===== config.mk =====
export PLATFORM = sky130hd
export DESIGN_NAME = gmp_ctrl
export DESIGN_NICKNAME = d
export VERILOG_FILES = /design/src/rtl/gmp_pkg.sv /design/src/rtl/gmp_ctrl.sv
export SDC_FILE = /design/constraint.sdc
export NUM_CORES = 1
export LEC_CHECK = 0
export BUFFER_PORTS_ARGS = -buffer_cell sky130_fd_sc_hd__buf_4
export CORE_UTILIZATION = 47
export DETAILED_ROUTE_END_ITERATION = 10
export PLACE_DENSITY = 0.76
export SYNTH_ARGS = -nofsm -noshare
export SYNTH_HDL_FRONTEND = slang
export SYNTH_SLANG_ARGS = --single-unit

===== constraint.sdc =====
create_clock -name clock -period 2.4 [get_ports clock]
set_input_delay 0.24 -clock clock [delete_from_list [all_inputs] [get_ports clock]]
set_output_delay 0.24 -clock clock [all_outputs]
set_load 0.05 [all_outputs]

===== src/rtl/gmp_pkg.sv =====
// Package for the grid max path sum block: field widths, size limits,
// the cell control struct and the saturating add used by every cell.
// No dependencies.
package gmp_pkg;

   localparam int CELL_W       = 16;
   localparam int SUM_W        = 28;
   localparam int CFG_W        = 7;
   localparam int MAX_SIZE_DEF = 64;

   localparam logic signed [SUM_W-1:0] SUM_MAX = {1'b0, {(SUM_W-1){1'b1}}};
   localparam logic signed [SUM_W-1:0] SUM_MIN = {1'b1, {(SUM_W-1){1'b0}}};

   typedef struct packed {
      logic first_row;
      logic lstart;
      logic rstart;
   } ctl_type;

   function automatic logic signed [SUM_W-1:0] sat_add(
      input logic signed [CELL_W-1:0] cval,
      input logic signed [SUM_W-1:0]  from
   );
      logic signed [SUM_W:0] s;
      s = (SUM_W+1)'(cval) + (SUM_W+1)'(from);
      if (s > (SUM_W+1)'(SUM_MAX)) begin
         return SUM_MAX;
      end else if (s < (SUM_W+1)'(SUM_MIN)) begin
         return SUM_MIN;
      end else begin
         return s[SUM_W-1:0];
      end
   endfunction

   function automatic logic signed [SUM_W-1:0] max_sum(
      input logic signed [SUM_W-1:0] a,
      input logic signed [SUM_W-1:0] b
   );
      return (a > b) ? a : b;
   endfunction

endpackage


===== src/rtl/gmp_ctrl.sv =====
// Sequencer: position counters, grid size register, pass timing and the
// response register. Depends on gmp_pkg.
module gmp_ctrl
   import gmp_pkg::*;
#(
   parameter int MAX_SIZE = MAX_SIZE_DEF,
   parameter int IDX_W    = 6,
   parameter int CNT_W    = 7
) (
   input  logic                    clock,
   input  logic                    reset,
   input  logic                    req_valid,
   output logic                    req_ready,
   input  logic                    csr_valid,
   input  logic [CFG_W-1:0]        csr_grid_size,
   input  logic                    rsp_ready,
   output logic                    rsp_valid,
   output logic signed [SUM_W-1:0] rsp_best_sum,
   input  logic signed [SUM_W-1:0] last_prev,
   output ctl_type                 ctl,
   output logic                    load_en,
   output logic [IDX_W-1:0]        load_idx,
   output logic [IDX_W-1:0]        last_idx
);

   typedef enum logic [1:0] {S_LOAD, S_LEFT, S_RIGHT, S_DONE} state_type;

   state_type               state_ff, state_in;
   logic [CNT_W-1:0]        n_ff, n_in;
   logic [IDX_W-1:0]        col_ff, col_in;
   logic [IDX_W-1:0]        row_ff, row_in;
   logic [IDX_W-1:0]        pcnt_ff, pcnt_in;
   logic                    lstart_ff, lstart_in;
   logic                    rstart_ff, rstart_in;
   logic                    rsp_valid_ff, rsp_valid_in;
   logic signed [SUM_W-1:0] rsp_data_ff, rsp_data_in;
   int                      g;

   assign last_idx = IDX_W'(n_ff - CNT_W'(1));

   always_comb begin
      state_in     = state_ff;
      n_in         = n_ff;
      col_in       = col_ff;
      row_in       = row_ff;
      pcnt_in      = pcnt_ff;
      lstart_in    = 1'b0;
      rstart_in    = 1'b0;
      rsp_valid_in = rsp_valid_ff;
      rsp_data_in  = rsp_data_ff;
      g            = int'(csr_grid_size);

      if (rsp_valid_ff && rsp_ready) begin
         rsp_valid_in = 1'b0;
      end

      unique case (state_ff)
         S_LOAD: begin
            if (req_valid) begin
               if (col_ff == last_idx) begin
                  col_in    = '0;
                  pcnt_in   = '0;
                  lstart_in = 1'b1;
                  state_in  = S_LEFT;
               end else begin
                  col_in = col_ff + IDX_W'(1);
               end
            end
         end
         S_LEFT, S_RIGHT: begin
            if (pcnt_ff == last_idx) begin
               pcnt_in = '0;
               if (state_ff == S_LEFT && row_ff != '0) begin
                  rstart_in = 1'b1;
                  state_in  = S_RIGHT;
               end else if (row_ff == last_idx) begin
                  row_in   = '0;
                  state_in = S_DONE;
               end else begin
                  row_in   = row_ff + IDX_W'(1);
                  state_in = S_LOAD;
               end
            end else begin
               pcnt_in = pcnt_ff + IDX_W'(1);
            end
         end
         S_DONE: begin
            if (!rsp_valid_ff || rsp_ready) begin
               rsp_valid_in = 1'b1;
               rsp_data_in  = last_prev;
               state_in     = S_LOAD;
            end
         end
         default: state_in = S_LOAD;
      endcase

      if (csr_valid) begin
         n_in   = (g == 0) ? CNT_W'(1) : (g > MAX_SIZE) ? CNT_W'(MAX_SIZE) : CNT_W'(g);
         col_in = '0;
         row_in = '0;
      end
   end

   always_ff @(posedge clock) begin
      if (reset) begin
         state_ff     <= S_LOAD;
         n_ff         <= CNT_W'(1);
         col_ff       <= '0;
         row_ff       <= '0;
         pcnt_ff      <= '0;
         lstart_ff    <= 1'b0;
         rstart_ff    <= 1'b0;
         rsp_valid_ff <= 1'b0;
      end else begin
         state_ff     <= state_in;
         n_ff         <= n_in;
         col_ff       <= col_in;
         row_ff       <= row_in;
         pcnt_ff      <= pcnt_in;
         lstart_ff    <= lstart_in;
         rstart_ff    <= rstart_in;
         rsp_valid_ff <= rsp_valid_in;
      end
      rsp_data_ff <= rsp_data_in;
   end

   assign req_ready     = (state_ff == S_LOAD);
   assign load_en       = req_valid && req_ready;
   assign load_idx      = col_ff;
   assign rsp_valid     = rsp_valid_ff;
   assign rsp_best_sum  = rsp_data_ff;
   assign ctl.first_row = (row_ff == '0);
   assign ctl.lstart    = lstart_ff;
   assign ctl.rstart    = rstart_ff;

endmodule


Word level (Yosys, flattened, before mapping). Index checks and enable logic that the tools add are counted.

Bits in registers: 57. Bits in latches: 0. Memory bits (writable): 0. ROM bits: 0. Bits of input ports: 40. Logic and storage cells: 68. Memories: 0.

Add/subtract/negate cells: 4. $mul: 0. Div/mod/pow operators: 0. Order comparisons: 1. Equality and inequality tests: 10. Shift-type cells: 0. Mux-type cells: 20. Bitwise gates (word level): 5. Reductions and logical operators: 19.

Operators by type and width (count): $mux W6 (7); $add A6 B1 Y6 const B (3); $eq A6 B6 Y1 (3); $mux W2 (6); $pmux W6 S2 (1); $gt A7 B7 Y1 const B (1); $logic_not A7 Y1 (1); $logic_not A6 Y1 (1); $ne A2 B2 Y1 const B (3); $pmux W2 S3 (1); $reduce_and A3 Y1 (2); $reduce_bool A6 Y1 (1); $reduce_or A3 Y1 (2); $sub A6 B1 Y6 const B (1); $mux W1 (5); $not A1 Y1 (5); $eq A2 B2 Y1 const B (2); $reduce_and A2 Y1 (2); $reduce_and A4 Y1 (1); $reduce_or A2 Y1 (2); $logic_and A1 B1 Y1 (3); $eq A2 B1 Y1 const B (1); $logic_not A2 Y1 (1); $ne A2 B1 Y1 const B (1); other kinds (3) (3).

Logic depth before layout (Yosys ltp).
Depth in word-level cells: 6. Gate-level depth with buffers: 9. Mapped depth without buffers: 8.

Least setup slack after synthesis. No wires, ideal clock.

Kind: register to register. Start: reg n_ff[0]. End: reg row_ff[3]. Arrival time: 2812 ps. Path slack: -530 ps. Stages on the path, launching flop included: 10. Buffers on the path: 1. Clock period less this slack: 2930 ps. Cells stage by stage: dfxtp_1 -> buf_4 -> inv_1 -> ha_1 -> xor2_1 -> xnor2_1 -> nand4_1 -> nor2_4 -> o21ai_1 -> a32o_1.

Cells in the longest elaborated chain, start to end: 3. Elaborated cells between the ends (all ways): 5. Classes of those cells: 1 x add/sub; 2 x eq/ne; 1 x mux; 1 x reduce/logical.

Ends and longest elaborated chain: start, declared (line gmp_ctrl.sv:29) `logic [CNT_W-1:0] n_ff, n_in;`; start signal, assigned (line gmp_ctrl.sv:116) `n_ff <= n_in;`; $sub A6 B1 Y6 (*) (line gmp_ctrl.sv:39) `assign last_idx = IDX_W'(n_ff - CNT_W'(1));`; named net last_idx[0] (line gmp_ctrl.sv:23) `output logic [IDX_W-1:0] last_idx`; $eq A6 B6 Y1, on equally long branches (line gmp_ctrl.sv:71, gmp_ctrl.sv:76); $reduce_and A3 Y1 (no source line) or $mux W6 (tied branches); end signal, assigned (line gmp_ctrl.sv:118) `row_ff <= row_in;`; end, declared (line gmp_ctrl.sv:31) `logic [IDX_W-1:0] row_ff, row_in;`.

The timed path passes the listed nets; every way through them passes the cells marked *. A chain may end at the register's enable or synchronous reset.

Worst setup path in the final report.
Start: reg n_ff[0]. End: reg state_ff[0].

Cells in the longest elaborated chain, start to end: 6. Elaborated cells between the ends (all ways): 11. Classes of those cells: 1 x add/sub; 5 x eq/ne; 4 x mux; 1 x reduce/logical.

Ends and longest elaborated chain: $sub A6 B1 Y6 (*) (line gmp_ctrl.sv:39); $eq A6 B6 Y1 (line gmp_ctrl.sv:76) `end else if (row_ff == last_idx) begin`; $mux W2 (line gmp_ctrl.sv:76); $mux W2 (line gmp_ctrl.sv:73) `if (state_ff == S_LEFT && row_ff != '0) begin`; $mux W2 (line gmp_ctrl.sv:71) `if (pcnt_ff == last_idx) begin`; $pmux W2 S3 (line gmp_ctrl.sv:57) `unique case (state_ff)`; end signal, assigned (line gmp_ctrl.sv:115) `state_ff <= state_in;`; end, declared (line gmp_ctrl.sv:28) `state_type state_ff, state_in;`.

Every way passes the cells marked *; elsewhere a longest branch is shown, timed or not. The select of a mux whose other input is x is not followed.

==> out/qor.yml <==
outcome: "finished, final reports clean"
ys_top_cells_by_area: "edfxtp_1 29%, dfxtp_1 20%, ha_1 3.4%, xnor3_1 3.1%, xnor2_1 3.0%"
cts_buffer_depth: 2
fillerInstances: 476
cts_inserted_buffers: 9
synth_top_area_frac: 0.287
slew_headroom: 0.652
diodes: 0
drv_slew: 0
clock-root-buffer: "clkbuf_8"
whs_ns: 0.0710
hold_class: "primary input to register"
postCtsSetupBuffers: 0
slowest_delay_ns: 0.41
ys_types: 63
die_w_um: 81.0
setup_viol_count_final: 0
grt_max_degree: 29
post-synth-top-count-cell: "dfxtp_1"
reg2reg_slack_ns: 0.12
layout.nets: 402
fp.coreArea_mm2: 0.00596
placed_cell_area_mm2: 0.00371
grt_first_pass_wirelength_um: 10800
r2r_start: "n_ff[0]"
num_rows: 28
critical_path_arrival_ns: 2.51
min_from: "last_prev[21]"
grt_pass1_vias: 2257
powerDensity_mw_per_mm2: 672
fin_crit_ns: 2.28
viasPerCell: 5.36
antenna_found_initial: 0
clock-skew-final_ns: 0.00904
worstPathCellList: "buf_4, or3_4, nor2_4, xor3_1, a221oi_2, a21oi_1, a311oi_1"
syn_inst: 261
portBuffers: 85
first_pass_iters: 4
ios: 86
fin_area_mm2: 0.00393
synth_area_mm2: 0.00293
rsz0062_at_grt: "no"
hold_buffers: 0
overflow: 0
ys_seq_elements: 57
tightest_slew_ns: 0.522
fin_crit_sh: 0.949
vdd_drop_max_uv: 420
hold_depth: 1
layout-drive-gt1-share: 0.384
drv_cap: 0
crit_required_ns: 2.64
postCtsResizedCells: 0
first_iter_violations: 149
cp_num_buf_inv: 1
ys_seq_area_frac: 0.484
hpwl_um: 5100
die_h_um: 81.0
worstPathMaxFanout: 10
path_depth: 7
p_leak_nw: 1.58
synthFlopType: "dfxtp_1"
yosys_warnings: 0
synth_common_cells: "29 x dfxtp_1, 28 x edfxtp_1, 15 x nor2_1, 13 x nand2_1, 12 x inv_1"
cts_max_level: 3
wl_per_cell_um: 15.6
wl_um: 6790
synth_edf_count: 28
cp-end-kind: "register"
async_reset_ff_frac: 0
cp-startpoint: "n_ff[0]"
syn-num-nets: 309
cp_slowest_cell: "or3_4"
post-route-drc-count: 0
syn_avg_cell_area_um2: 11.2
ant_nets: 0
vias: 2327
critPathLaunchType: "register"
max_clock_freq_mhz: 439
rr_worst_depth: 7
initial_core_util: 0.493
cts.sinks: 57
die_area_mm2: 0.00656
path_class: "register to register"
p_total_mw: 2.64
grt.total_usage: 0.222
yosysTopAreaCell: "edfxtp_1"
area_delta_synth_final_pct: 34.0
insertion_delay_ns: 0.34
gp_congestion: 0.851
cts_tree: "done"
hold_viol: 0
path_clk_slew_ns: 0.07
critPathTopFamily: "compound AO/OA/AOI/OAI gates"
## per-layer routing
layer | wire length [µm] | GRT usage | share of wire | vias up
li1 | - | - | - | 1146
met3 | 347 | 0.0461 | 0.051 | 15
met1 | 2990 | 0.294 | 0.44 | 1098
met4 | 153 | 0.0982 | 0.023 | 0
met2 | 3300 | 0.348 | 0.49 | 68
met5 | 0 | 0 | 0 | -
## registers in the layout (all words and copies together), names as in the netlist
| register | flops |
|---|---|
| n_ff | 6 |
| load_idx | 6 |
| row_ff | 6 |
| rsp_best_sum | 28 |
| rsp_valid | 1 |
| pcnt_ff | 6 |
| state_ff | 2 |
| lstart_ff | 1 |
| rstart_ff | 1 |
## path summary, 6_finish.rpt
check | end
min | rsp_best_sum[21]
min reg2reg | pcnt_ff[1]
max reg2reg | state_ff[0]
max | state_ff[0]
## layout by cell type, fill, tap and decap left out, drive strengths merged, types with 5 or more instances in the layout
cell type and count:
a21oi 12, and3 6, buf 94, clkbuf 9, clkinv 5, dfxtp 29, edfxtp 28, ha 8
inv 11, nand2 13, nand2b 9, nand3 8, nand3b 5, nand4 6, nor2 17, nor3 5
nor3b 5, o21ai 10, xnor2 10, xor2 10
## stage by stage
stage / instances / setup TNS, ns / util / setup slack, ns
2_1_floorplan: 261 / -0.0586 / - / -0.0174
3_3_place_gp: 417 / 0 / 0.622 / 0.223
3_5_place_dp: 417 / 0 / 0.622 / 0.136
4_1_cts: 433 / 0 / 0.659 / 0.116
5_1_grt: 434 / 0 / 0.660 / 0.00672
6_report: 434 / 0 / 0.660 / 0.121
## layout make-up
type | instances | area, µm² | share of cell area
Clock buffer | 9 | 124 | 0.0315
Clock inverter | 7 | 95.1 | 0.0242
Inverter | 13 | 52.6 | 0.0134
Multi-Input combinational cell | 179 | 1440 | 0.366
Sequential cell | 57 | 1420 | 0.362
Tap cell | 75 | 93.8 | 0.0239
Timing Repair Buffer | 94 | 706 | 0.179
## logic make-up after synthesis
| logic type | after synthesis | share of synthesized area |
|---|---|---|
| buffers and inverters | 25 | 0.0388 |
| and+or+nand+nor | 95 | 0.201 |
| adders and majority gates | 8 | 0.0341 |
| DFF | 57 | 0.484 |
| xor gates and xnor gates | 26 | 0.107 |
| AOI/OAI and AO/OA | 50 | 0.135 |
## where the power goes
part           leakage (nW)  switching, mW  internal (mW)
Sequential            0.486         0.0265           1.04
Clock                 0.109          0.400          0.583
Combinational         0.989          0.365          0.230
Note: power is estimated with default switching activity, not from simulation.
