**src/rtl/gmp_pkg.sv**
```systemverilog
// Package for the grid max path sum block: field widths, size limits,
// the cell control struct and the saturating add used by every cell.
// No dependencies.
package gmp_pkg;

   localparam int CELL_W       = 16;
   localparam int SUM_W        = 28;
   localparam int CFG_W        = 7;
   localparam int MAX_SIZE_DEF = 64;

   localparam logic signed [SUM_W-1:0] SUM_MAX = {1'b0, {(SUM_W-1){1'b1}}};
   localparam logic signed [SUM_W-1:0] SUM_MIN = {1'b1, {(SUM_W-1){1'b0}}};

   typedef struct packed {
      logic first_row;
      logic lstart;
      logic rstart;
   } ctl_type;

   function automatic logic signed [SUM_W-1:0] sat_add(
      input logic signed [CELL_W-1:0] cval,
      input logic signed [SUM_W-1:0]  from
   );
      logic signed [SUM_W:0] s;
      s = (SUM_W+1)'(cval) + (SUM_W+1)'(from);
      if (s > (SUM_W+1)'(SUM_MAX)) begin
         return SUM_MAX;
      end else if (s < (SUM_W+1)'(SUM_MIN)) begin
         return SUM_MIN;
      end else begin
         return s[SUM_W-1:0];
      end
   endfunction

   function automatic logic signed [SUM_W-1:0] max_sum(
      input logic signed [SUM_W-1:0] a,
      input logic signed [SUM_W-1:0] b
   );
      return (a > b) ? a : b;
   endfunction

endpackage

```
**src/rtl/gmp_cell.sv**
```systemverilog
// One column cell: holds the column's cell value, left-pass sum and row best,
// and runs the left-to-right and right-to-left passes with its neighbors.
// Depends on gmp_pkg.
module gmp_cell
   import gmp_pkg::*;
#(
   parameter int IDX_W = 6,
   parameter int IDX   = 0
) (
   input  logic                     clock,
   input  logic                     reset,
   input  ctl_type                  ctl,
   input  logic                     load_en,
   input  logic [IDX_W-1:0]         load_idx,
   input  logic signed [CELL_W-1:0] load_data,
   input  logic [IDX_W-1:0]         last_idx,
   input  logic                     left_tok,
   input  logic signed [SUM_W-1:0]  left_fl,
   input  logic                     right_tok,
   input  logic signed [SUM_W-1:0]  right_run,
   output logic                     tok_l,
   output logic signed [SUM_W-1:0]  fl,
   output logic                     tok_r,
   output logic signed [SUM_W-1:0]  run,
   output logic signed [SUM_W-1:0]  prev
);

   localparam logic [IDX_W-1:0] MY_IDX = IDX_W'(IDX);

   logic                     tok_l_ff, tok_r_ff;
   logic                     tok_l_in, tok_r_in;
   logic signed [CELL_W-1:0] cell_ff, cell_in;
   logic signed [SUM_W-1:0]  fl_ff, fl_in;
   logic signed [SUM_W-1:0]  run_ff, run_in;
   logic signed [SUM_W-1:0]  prev_ff, prev_in;
   logic signed [SUM_W-1:0]  from_l, from_r, run_new;
   logic                     is_last;

   always_comb begin
      is_last  = (MY_IDX == last_idx);
      tok_l_in = left_tok;
      tok_r_in = right_tok | (ctl.rstart & is_last);

      if (MY_IDX == '0) begin
         from_l = ctl.first_row ? '0 : prev_ff;
      end else begin
         from_l = ctl.first_row ? left_fl : max_sum(left_fl, prev_ff);
      end
      from_r  = is_last ? prev_ff : max_sum(right_run, prev_ff);
      run_new = sat_add(cell_ff, from_r);

      cell_in = (load_en && load_idx == MY_IDX) ? load_data : cell_ff;
      fl_in   = fl_ff;
      run_in  = run_ff;
      prev_in = prev_ff;
      if (tok_l_in) begin
         fl_in = sat_add(cell_ff, from_l);
         if (ctl.first_row) begin
            prev_in = fl_in;
         end
      end else if (tok_r_in) begin
         run_in  = run_new;
         prev_in = max_sum(fl_ff, run_new);
      end
   end

   always_ff @(posedge clock) begin
      if (reset) begin
         tok_l_ff <= 1'b0;
         tok_r_ff <= 1'b0;
      end else begin
         tok_l_ff <= tok_l_in;
         tok_r_ff <= tok_r_in;
      end
      cell_ff <= cell_in;
      fl_ff   <= fl_in;
      run_ff  <= run_in;
      prev_ff <= prev_in;
   end

   assign tok_l = tok_l_ff;
   assign tok_r = tok_r_ff;
   assign fl    = fl_ff;
   assign run   = run_ff;
   assign prev  = prev_ff;

endmodule

```
**config.mk**
```make
export PLATFORM = sky130hd
export DESIGN_NAME = gmp_cell
export DESIGN_NICKNAME = d
export VERILOG_FILES = /design/src/rtl/gmp_pkg.sv /design/src/rtl/gmp_cell.sv
export SDC_FILE = /design/constraint.sdc
export NUM_CORES = 1
export LEC_CHECK = 0
export BUFFER_PORTS_ARGS = -buffer_cell sky130_fd_sc_hd__buf_4
export CAP_MARGIN = 20
export CORE_UTILIZATION = 52
export CTS_CLUSTER_DIAMETER = 80
export DETAILED_ROUTE_END_ITERATION = 16
export PLACE_DENSITY = 0.81
export SETUP_SLACK_MARGIN = 0.05
export SYNTH_ARGS = -nofsm -noshare
export SYNTH_HDL_FRONTEND = slang
export SYNTH_SLANG_ARGS = --single-unit
export TNS_END_PERCENT = 100
```
**constraint.sdc**
```tcl
create_clock -name clock -period 7.5 [get_ports clock]
set_clock_uncertainty 0.05 [all_clocks]
set_input_delay 0.75 -clock clock [delete_from_list [all_inputs] [get_ports clock]]
set_output_delay 0.75 -clock clock [all_outputs]
set_load 0.02 [all_outputs]
```
# [Yosys cells after proc, flatten, opt, wreduce, memory -nomap -nowiden]
# Cells that the tools add are included.
[totals] regBits=102 wordCells=35
[op_classes] reduce_logical=6 addsub=2 n_bitwise=3 order_cmp=6 mux=11 n_eq_ne=1
[ops] operator="$mux W28" count=11
[ops] operator="$add A16 B28 Y29" count=2
[ops] operator="$gt A29 B28 Y1 const B" count=2
[ops] operator="$lt A29 B28 Y1 const B" count=2
[ops] operator="$gt A28 B28 Y1" count=2
[ops] operator="$logic_not A6 Y1" count=2
[ops] operator="$reduce_and A2 Y1" count=2
[ops] operator="$ne A2 B2 Y1 const B" count=1
[ops] operator="$reduce_bool A2 Y1" count=1
[ops] operator="$and A1 B1 Y1" count=1
[ops] operator="$logic_and A1 B1 Y1" count=1
[ops] operator="$not A1 Y1" count=1
[ops] operator="$or A1 B1 Y1" count=1

# [Depth between registers and ports, before layout]
# Gate-level depths: netlist (run 1).
[depth] word_depth=11 ltp_mapped=36 mapped_depth_nobuf=33

# [Worst setup path before layout (run 1)]
# Ideal clock, no wire load.
[synth_path] path_kind="in2reg" from="in right_run[21]" to="reg prev_ff[25] (netlist: prev[25]) (data pin)" required_ns=7.293 setup_time_ns=0.157 path_stages=32 slack_ns=-0.312 arrival_time_ns=7.605 path_cell_list="ha_1 > a21o_1 > a21o_1 > a21o_1 > a21o_1 > a21o_1 > a21oi_1 > o2111ai_1 > nand2_1 > clkbuf_1 > mux2_2 > ha_1 > nand2_1 > or3_1 > a211o_1 > a2111o_1 > a21oi_1 > o31a_2 > buf_2 > buf_2 > a31oi_1 > a21o_1 > ha_1 > nand4_1 > nor4_1 > o41ai_1 > o211ai_1 > mux2i_1 > clkbuf_1 > clkbuf_1 > nand2_1 > a32oi_1"
[synth_via] elab_chain_cells=11 elab_cells_between_ends=12 cone_classes="1 x add/sub; 4 x order compare; 7 x mux"
[synth_rtl] element="from (decl)" line="gmp_cell.sv:20" rtl="input logic signed [SUM_W-1:0] right_run,"
[synth_rtl] element="$gt A28 B28 Y1" line="gmp_pkg.sv:39" rtl="return (a > b) ? a : b;"
[synth_rtl] element="$mux W28 *" line="gmp_pkg.sv:39"
[synth_rtl] element="$mux W28 *" line="gmp_cell.sv:49" rtl="from_r = is_last ? prev_ff : max_sum(right_run, prev_ff);"
[synth_rtl] element="$add A16 B28 Y29 *" line="gmp_pkg.sv:25" rtl="s = (SUM_W+1)'(cval) + (SUM_W+1)'(from);"
[synth_rtl] element="$lt A29 B28 Y1" line="gmp_pkg.sv:28" rtl="end else if (s < (SUM_W+1)'(SUM_MIN)) begin"
[synth_rtl] element="$mux W28" line="gmp_pkg.sv:28"
[synth_rtl] element="$mux W28 *" line="gmp_pkg.sv:26" rtl="if (s > (SUM_W+1)'(SUM_MAX)) begin"
[synth_rtl] element="$gt A28 B28 Y1" line="gmp_pkg.sv:39"
[synth_rtl] element="$mux W28 *" line="gmp_pkg.sv:39"
[synth_rtl] element="$mux W28 *" line="gmp_cell.sv:61" rtl="end else if (tok_r_in) begin"
[synth_rtl] element="$mux W28 *" line="gmp_cell.sv:56" rtl="if (tok_l_in) begin"
[synth_rtl] element="named net prev_in[25]" line="gmp_cell.sv:35" rtl="logic signed [SUM_W-1:0] prev_ff, prev_in;"
[synth_rtl] element="to (signal assigned)" line="gmp_cell.sv:78" rtl="prev_ff <= prev_in;"
[synth_rtl] element="to (decl)" line="gmp_cell.sv:35"
# Mark *: on every way through the listed nets, which the timed path passes. The rest lies on a longest branch. The select of a mux whose other input is x is not followed.
# A chain may end at the register's enable or synchronous reset.

# [Worst setup path in the final report (run 1)]
[layout_path] from="reg prev_ff[5] (netlist: prev[5])" to="reg prev_ff[22] (netlist: prev[22]) (data pin)"
[layout_via] elab_chain_cells=11 elab_cells_between_ends=19 cone_classes="2 x add/sub; 6 x order compare; 11 x mux"
[layout_rtl] element="$gt A28 B28 Y1" line="gmp_pkg.sv:39"
[layout_rtl] element="$mux W28" line="gmp_pkg.sv:39"
[layout_rtl] element="$mux W28 *" line="gmp_cell.sv:49"
[layout_rtl] element="$add A16 B28 Y29 *" line="gmp_pkg.sv:25"
[layout_rtl] element="$lt A29 B28 Y1" line="gmp_pkg.sv:28"
[layout_rtl] element="$mux W28" line="gmp_pkg.sv:28"
[layout_rtl] element="$mux W28 *" line="gmp_pkg.sv:26"
[layout_rtl] element="named net run_new[2]" line="gmp_cell.sv:36" rtl="logic signed [SUM_W-1:0] from_l, from_r, run_new;"
[layout_rtl] element="$gt A28 B28 Y1 *" line="gmp_pkg.sv:39"
[layout_rtl] element="$mux W28 *" line="gmp_pkg.sv:39"
[layout_rtl] element="$mux W28 *" line="gmp_cell.sv:61"
[layout_rtl] element="$mux W28 *" line="gmp_cell.sv:56"
[layout_rtl] element="named net prev_in[22]" line="gmp_cell.sv:35"
# Marks and branches as above.

==> key figures, run 1 <==
Outcome
  – Status: finished with violations
  – Violated checks: setup timing

Cells and area
  – Fillers: 1095
  – Share of cells above drive strength 1: 0.3956
  – Final #Nets: 1578
  – Post-route design area: 13320 µm²
  – Ant diodes: 0
  – Final Util: 0.7701
  – Non-filler cells, final: 1600
  – Multi-input gate area: 6330 µm²
  – FF+latch area: 3043 µm²
  – Syn-to-layout area delta: 44.71%

Drt
  – Vias: 10000
  – Initial DRC count: 1088
  – DRC: 0
  – Total Wirelength: 34.07 mm
  – DR pass1 iterations: 8
  – Final ANT Viol Nets: 0
  – Via-per-instance ratio: 6.251
  – Avg WL per Cell: 21.29 µm

STA
  – RSZ-0062 raised after global routing: true
  – Final Hold Fails: 0
  – Worst setup margin: -332.7 ps
  – Tightest Pin Transition: 1113 ps
  – Clock period minus worst slack: 7833 ps
  – Max Clk Rate: 127.7 MHz
  – Slew HR: 0.2577
  – Period Utilization, post-route: 1.044
  – Final setup fails: 28
  – Slew Limit Fails: 0

Logic synthesis
  – Yosys reg bits: 102
  – Cell Area, Synth: 9205 µm²
  – Seq/Total Area, Yosys: 0.3306
  – Async SR Flop Fraction: 0
  – Mean post-synth cell area: 9.123 µm²
  – Most used DFF post-synth: edfxtp_1
  – Post-synth EDFFs: 100
  – Syn_nets: 1217
  – Post-synth top area cell: edfxtp_1
  – Share of the synthesized area in the top cell type: 0.3262
  – Synth top area cells: edfxtp_1, ha_1, a21oi_1
  – Count leader, synth: a21oi_1
  – Post-synth top cells: a21oi_1, ha_1, edfxtp_1
  – Mapped Cells: 1009
  – Synth warn: 0
  – Library cells used by synthesis: 73

Die
  – Vert. Die Dim: 135.1 µm
  – Placement row count: 48
  – Die width: 135.1 µm
  – Die footprint: 18240 µm²
  – Core Region: 17300 µm²
  – Ports: 178
  – Initial cell density of the core: 0.5322

CTS
  – Skew-Pair Late Insertion Delay: 370 ps
  – TritonCTS buffer count: 9
  – Clock Tree Root: clkbuf_16
  – CTS H-tree lvls: 3
  – Cts hold-fix bufs: 0
  – TritonCTS clock tree: done
  – Clock net sink count: 102
  – Max Root-Sink Buffers: 2
  – Worst-path clk slew: 80 ps

Placed design
  – Port Buffers: 148
  – Pre-CTS setup slack: -866.4 ps
  – Gp weighted congestion: 0.9862
  – Placed cells: 1548
  – Detail Placement HPWL: 23.44 mm
  – DP Area: 12020 µm²

Critical path
  – Critical Path Sink Type: register
  – Crit path from: prev[5]
  – Reg2reg start: prev[5]
  – Critical-path top delay cell: a2111o_1
  – Critical path class: register to register
  – WP buf/inv: 9
  – Critical path's top delay family: compound AO/OA/AOI/OAI gates
  – CP Launch Type: register
  – Worst path max stage delay: 560 ps
  – Req. time, crit path: 7630 ps
  – Most frequent cell on the critical path: buf_4
  – Worst Path Arrival: 7970 ps
  – CP Max Fanout: 8

Worst hold path
  – Hold Crit Class: primary input to register
  – Min-delay src: reset

GRT
  – Initial antenna violation count: 0
  – Total GRT Usage: 0.3608
  – Vias in the first global route: 9588
  – Total gr overflow: 0
  – First-pass GRT wire length: 50.12 mm
  – Largest net degree at the start of global routing: 57

Job
  – Max Cap Viol: 0
==> logic make-up (layout without fill, tap and decap cells) <==
family / after synthesis / after routing / share of synthesized area
AO/OA/AOI/OAI: 356 / 356 / 0.2498
XOR/XNOR: 44 / 44 / 0.04186
adder cells (fa/ha/maj): 118 / 118 / 0.1618
buffers and inverters: 122 / 488 / 0.05274
flip-flops: 102 / 102 / 0.3306
multiplexers: 37 / 37 / 0.04499
AND/OR/NAND/NOR: 230 / 230 / 0.1183
==> area by class of cell <==
type,count,area share
clock buffer,9,0.01691
clock inverter,7,0.006763
inverter,82,0.02330
multi-input combinational,785,0.4752
sequential,102,0.2284
tap,225,0.02113
timing repair buffer,390,0.2283
==> metal layers <==
| layer | global-route usage | part of all wire | vias to the layer above |
|---|---|---|---|
| met5 | 0 | 0 | - |
| met4 | 0.1429 | 0.040 | 0 |
| met3 | 0.06381 | 0.099 | 147 |
| met2 | 0.5776 | 0.45 | 662 |
| met1 | 0.4836 | 0.41 | 4702 |
| li1 | - | - | 4491 |
==> path summary, 6_finish.rpt <==
path         slack [ps]  depth (start not counted)       end
max                -330                         37  prev[22]
min                 490                          2     tok_l
max reg2reg        -330                         37  prev[22]
min reg2reg         670                          2   prev[0]
==> registers in the layout (all words and copies together), names as in the netlist <==
register  count
run          28
prev         28
fl           28
cell_ff      16
tok_l         1
tok_r         1
==> layout by cell type, fill, tap and decap left out, types with 20 or more instances in the layout <==
cell	n
a21o_1	57
a21oi_1	115
o21ai_0	38
nor2_1	66
nand2_1	57
nand4_1	21
xnor2_1	20
edfxtp_1	100
xor2_1	23
mux2_2	24
inv_1	76
ha_1	95
nand3_1	22
buf_4	371
==> worst register-to-register path, delay by kind of cell (launching register included) <==
family	cells	cell delay, ps
compound gates	13	2990
fa+ha+maj	3	840
buf+inv	9	1330
flops	1	460
mux	2	590
simple gates	10	1410
==> through the flow <==
stage / setup TNS (ps) / hold slack, ps
global route: -9163 / 489.5
global placement: -13090 / 603.7
detailed placement: -22110 / 625.1
floorplan: 0 / 624.5
CTS: 0 / 483.4
finish: -7307 / 490.2
==> what timing repair did <==
action                                  4_1_cts  5_1_grt
pin swaps                                    28       30
endpoints found under the setup margin       28       28
gates resized for setup                     104       36
buffers inserted                             20       18
gates cloned                                  3        0
Power of run 1 is left out: the tool's default activity adds up to more than one toggle a clock period on the data nets, which glitch-free logic cannot reach.
==> inputs of run 2 (changes only) <==
--- a/config.mk
+++ b/config.mk
@@ -10,8 +10,10 @@
 export CORE_UTILIZATION = 52
 export CTS_CLUSTER_DIAMETER = 80
 export DETAILED_ROUTE_END_ITERATION = 16
-export PLACE_DENSITY = 0.81
+export PLACE_DENSITY = 0.8
+export RECOVER_POWER = 50
 export SETUP_SLACK_MARGIN = 0.05
+export SKIP_CTS_REPAIR_TIMING = 1
 export SYNTH_ARGS = -nofsm -noshare
 export SYNTH_HDL_FRONTEND = slang
 export SYNTH_SLANG_ARGS = --single-unit
==> run 2 against run 1 <==
Effect of this change:
- the run still ends with setup timing left
- sequential cell count is the same
- highest routed layer unchanged
- cell count grew 0.81%
- critical endpoint is now prev[12]
- setup slack gained 190 ps
==> key figures, run 2 (same netlist as run 1, synthesis figures left out) <==
Critical path
  – Req. time, crit path: 7600 ps (-30 ps)
  – WP buf/inv: 10 (+1)
  – CP Max Fanout: 8 (unchanged)
  – Most frequent cell on the critical path: a21oi_2
  – Worst path max stage delay: 430 ps (-130 ps)
  – Critical Path Sink Type: register
  – Worst Path Arrival: 7740 ps (-230 ps)
  – Critical path class: register to register
  – CP Launch Type: register
  – Critical-path top delay cell: edfxtp_1
  – Worst reg2reg setup slack: -140 ps (+190 ps)
  – Critical path's top delay family: compound AO/OA/AOI/OAI gates

CTS
  – Clock Tree Root: clkbuf_16
  – TritonCTS buffer count: 9 (unchanged)
  – Skew-Pair Late Insertion Delay: 360 ps (about the same)
  – Clock net sink count: 102 (unchanged)
  – Max Root-Sink Buffers: 2 (unchanged)
  – TritonCTS clock tree: done
  – Worst-path clk slew: 80 ps (about the same)
  – CTS H-tree lvls: 3 (unchanged)

Placed design
  – Port Buffers: 148 (unchanged)
  – Gp weighted congestion: 0.9368 (-5.0%)
  – Pre-CTS setup slack: -651.3 ps (+215.1 ps)
  – Placed cells: 1566 (+1.2%)
  – Detail Placement HPWL: 24.01 mm (+2.4%)

Cells and area
  – Multi-input gate area: 6369 µm² (+0.61%)
  – Fillers: 1136 (+3.7%)
  – Final #Nets: 1590 (+0.76%)
  – FF+latch area: 3043 µm² (unchanged)
  – Most frequent cells in the layout: buf_4, a21oi_1, edfxtp_1
  – Non-filler cells, final: 1613 (+0.81%)
  – Syn-to-layout area delta: 46.08%
  – Commonest non-fill, non-tap cell in the layout: buf_4
  – Share of cells above drive strength 1: 0.4052 (+0.009555)
  – Final Util: 0.7774 (+0.007306)

Die
  – Die width: 135.1 µm (unchanged)
  – Ports: 178 (unchanged)
  – Placement row count: 48 (unchanged)
  – Initial cell density of the core: 0.5322 (unchanged)
  – Vert. Die Dim: 135.1 µm (unchanged)
  – Die footprint: 18240 µm² (unchanged)
  – Core Region: 17300 µm² (unchanged)

Drt
  – Initial DRC count: 1212 (+11%)
  – Avg WL per Cell: 21.23 µm (-0.31%)
  – DRC: 0 (unchanged)
  – DR pass1 iterations: 6 (-2)
  – Total Wirelength: 34.24 mm (+0.50%)
  – Via-per-instance ratio: 6.177 (-1.2%)
  – Vias: 9964 (-0.38%)
  – Final ANT Viol Nets: 0 (unchanged)

STA
  – Tightest Pin Transition: 1068 ps (-45.90 ps)
  – RSZ-0062 raised after global routing: true
  – Final Hold Fails: 0 (unchanged)
  – Fin Setup TNS: -1602 ps (+5706 ps)
  – Final setup fails: 23 (-18%)
  – Slew Limit Fails: 0 (unchanged)
  – Clock period minus worst slack: 7642 ps (-190.6 ps)
  – Worst setup margin: -142.1 ps (+190.6 ps)
  – Slew HR: 0.2699 (+0.01220)
  – Period Utilization, post-route: 1.019 (-0.02541)
  – Max Clk Rate: 130.9 MHz (+2.5%)

GRT
  – Largest net degree at the start of global routing: 57 (unchanged)
  – First-pass GRT wire length: 46.35 mm (-7.5%)
  – Vias in the first global route: 8848 (-7.7%)
  – Initial antenna violation count: 1 (+1)
  – Total GRT Usage: 0.3327 (-0.02813)
  – Total gr overflow: 0 (unchanged)

Outcome
  – Status: finished with violations
  – Violated checks: setup timing

Worst hold path
  – Hold Crit Class: primary input to register

Job
  – Max Cap Viol: 0 (unchanged)
## run 2: metal layers
layer  vias up  wire, µm  GRT usage
met5         -         0          0
met4         0      1177    0.08739
met3       112      3616    0.05931
met2       669     15180     0.5080
met1      4677     14270     0.4828
li1       4506         -          -
## run 2: cell type report
cell class	count	share of cell area
Timing Repair Buffer	402	0.2346
Sequential cell	102	0.2263
Multi-Input combinational cell	785	0.4736
Inverter	82	0.02363
Clock buffer	9	0.01675
Tap cell	225	0.02094
Clock inverter	7	0.004001
Antenna cell	1	0.0001861
## run 2: worst paths after layout
check / start / to / depth (start not counted)
max: prev[1] / prev[12] / 38
max reg2reg: prev[1] / prev[12] / 38
min: reset / tok_r / 2
min reg2reg: fl[0] / prev[0] / 2
## run 2: metrics by stage
step | hold WS (ps) | instance area [µm²]
after global placement | 627.1 | 12150
after global routing | 521.8 | 13440
after floorplan | 624.5 | 9223
after detailed placement | 657.1 | 12150
final | 519.0 | 13450
after CTS | 507.2 | 12430
Power of run 2 is left out for the same reason.
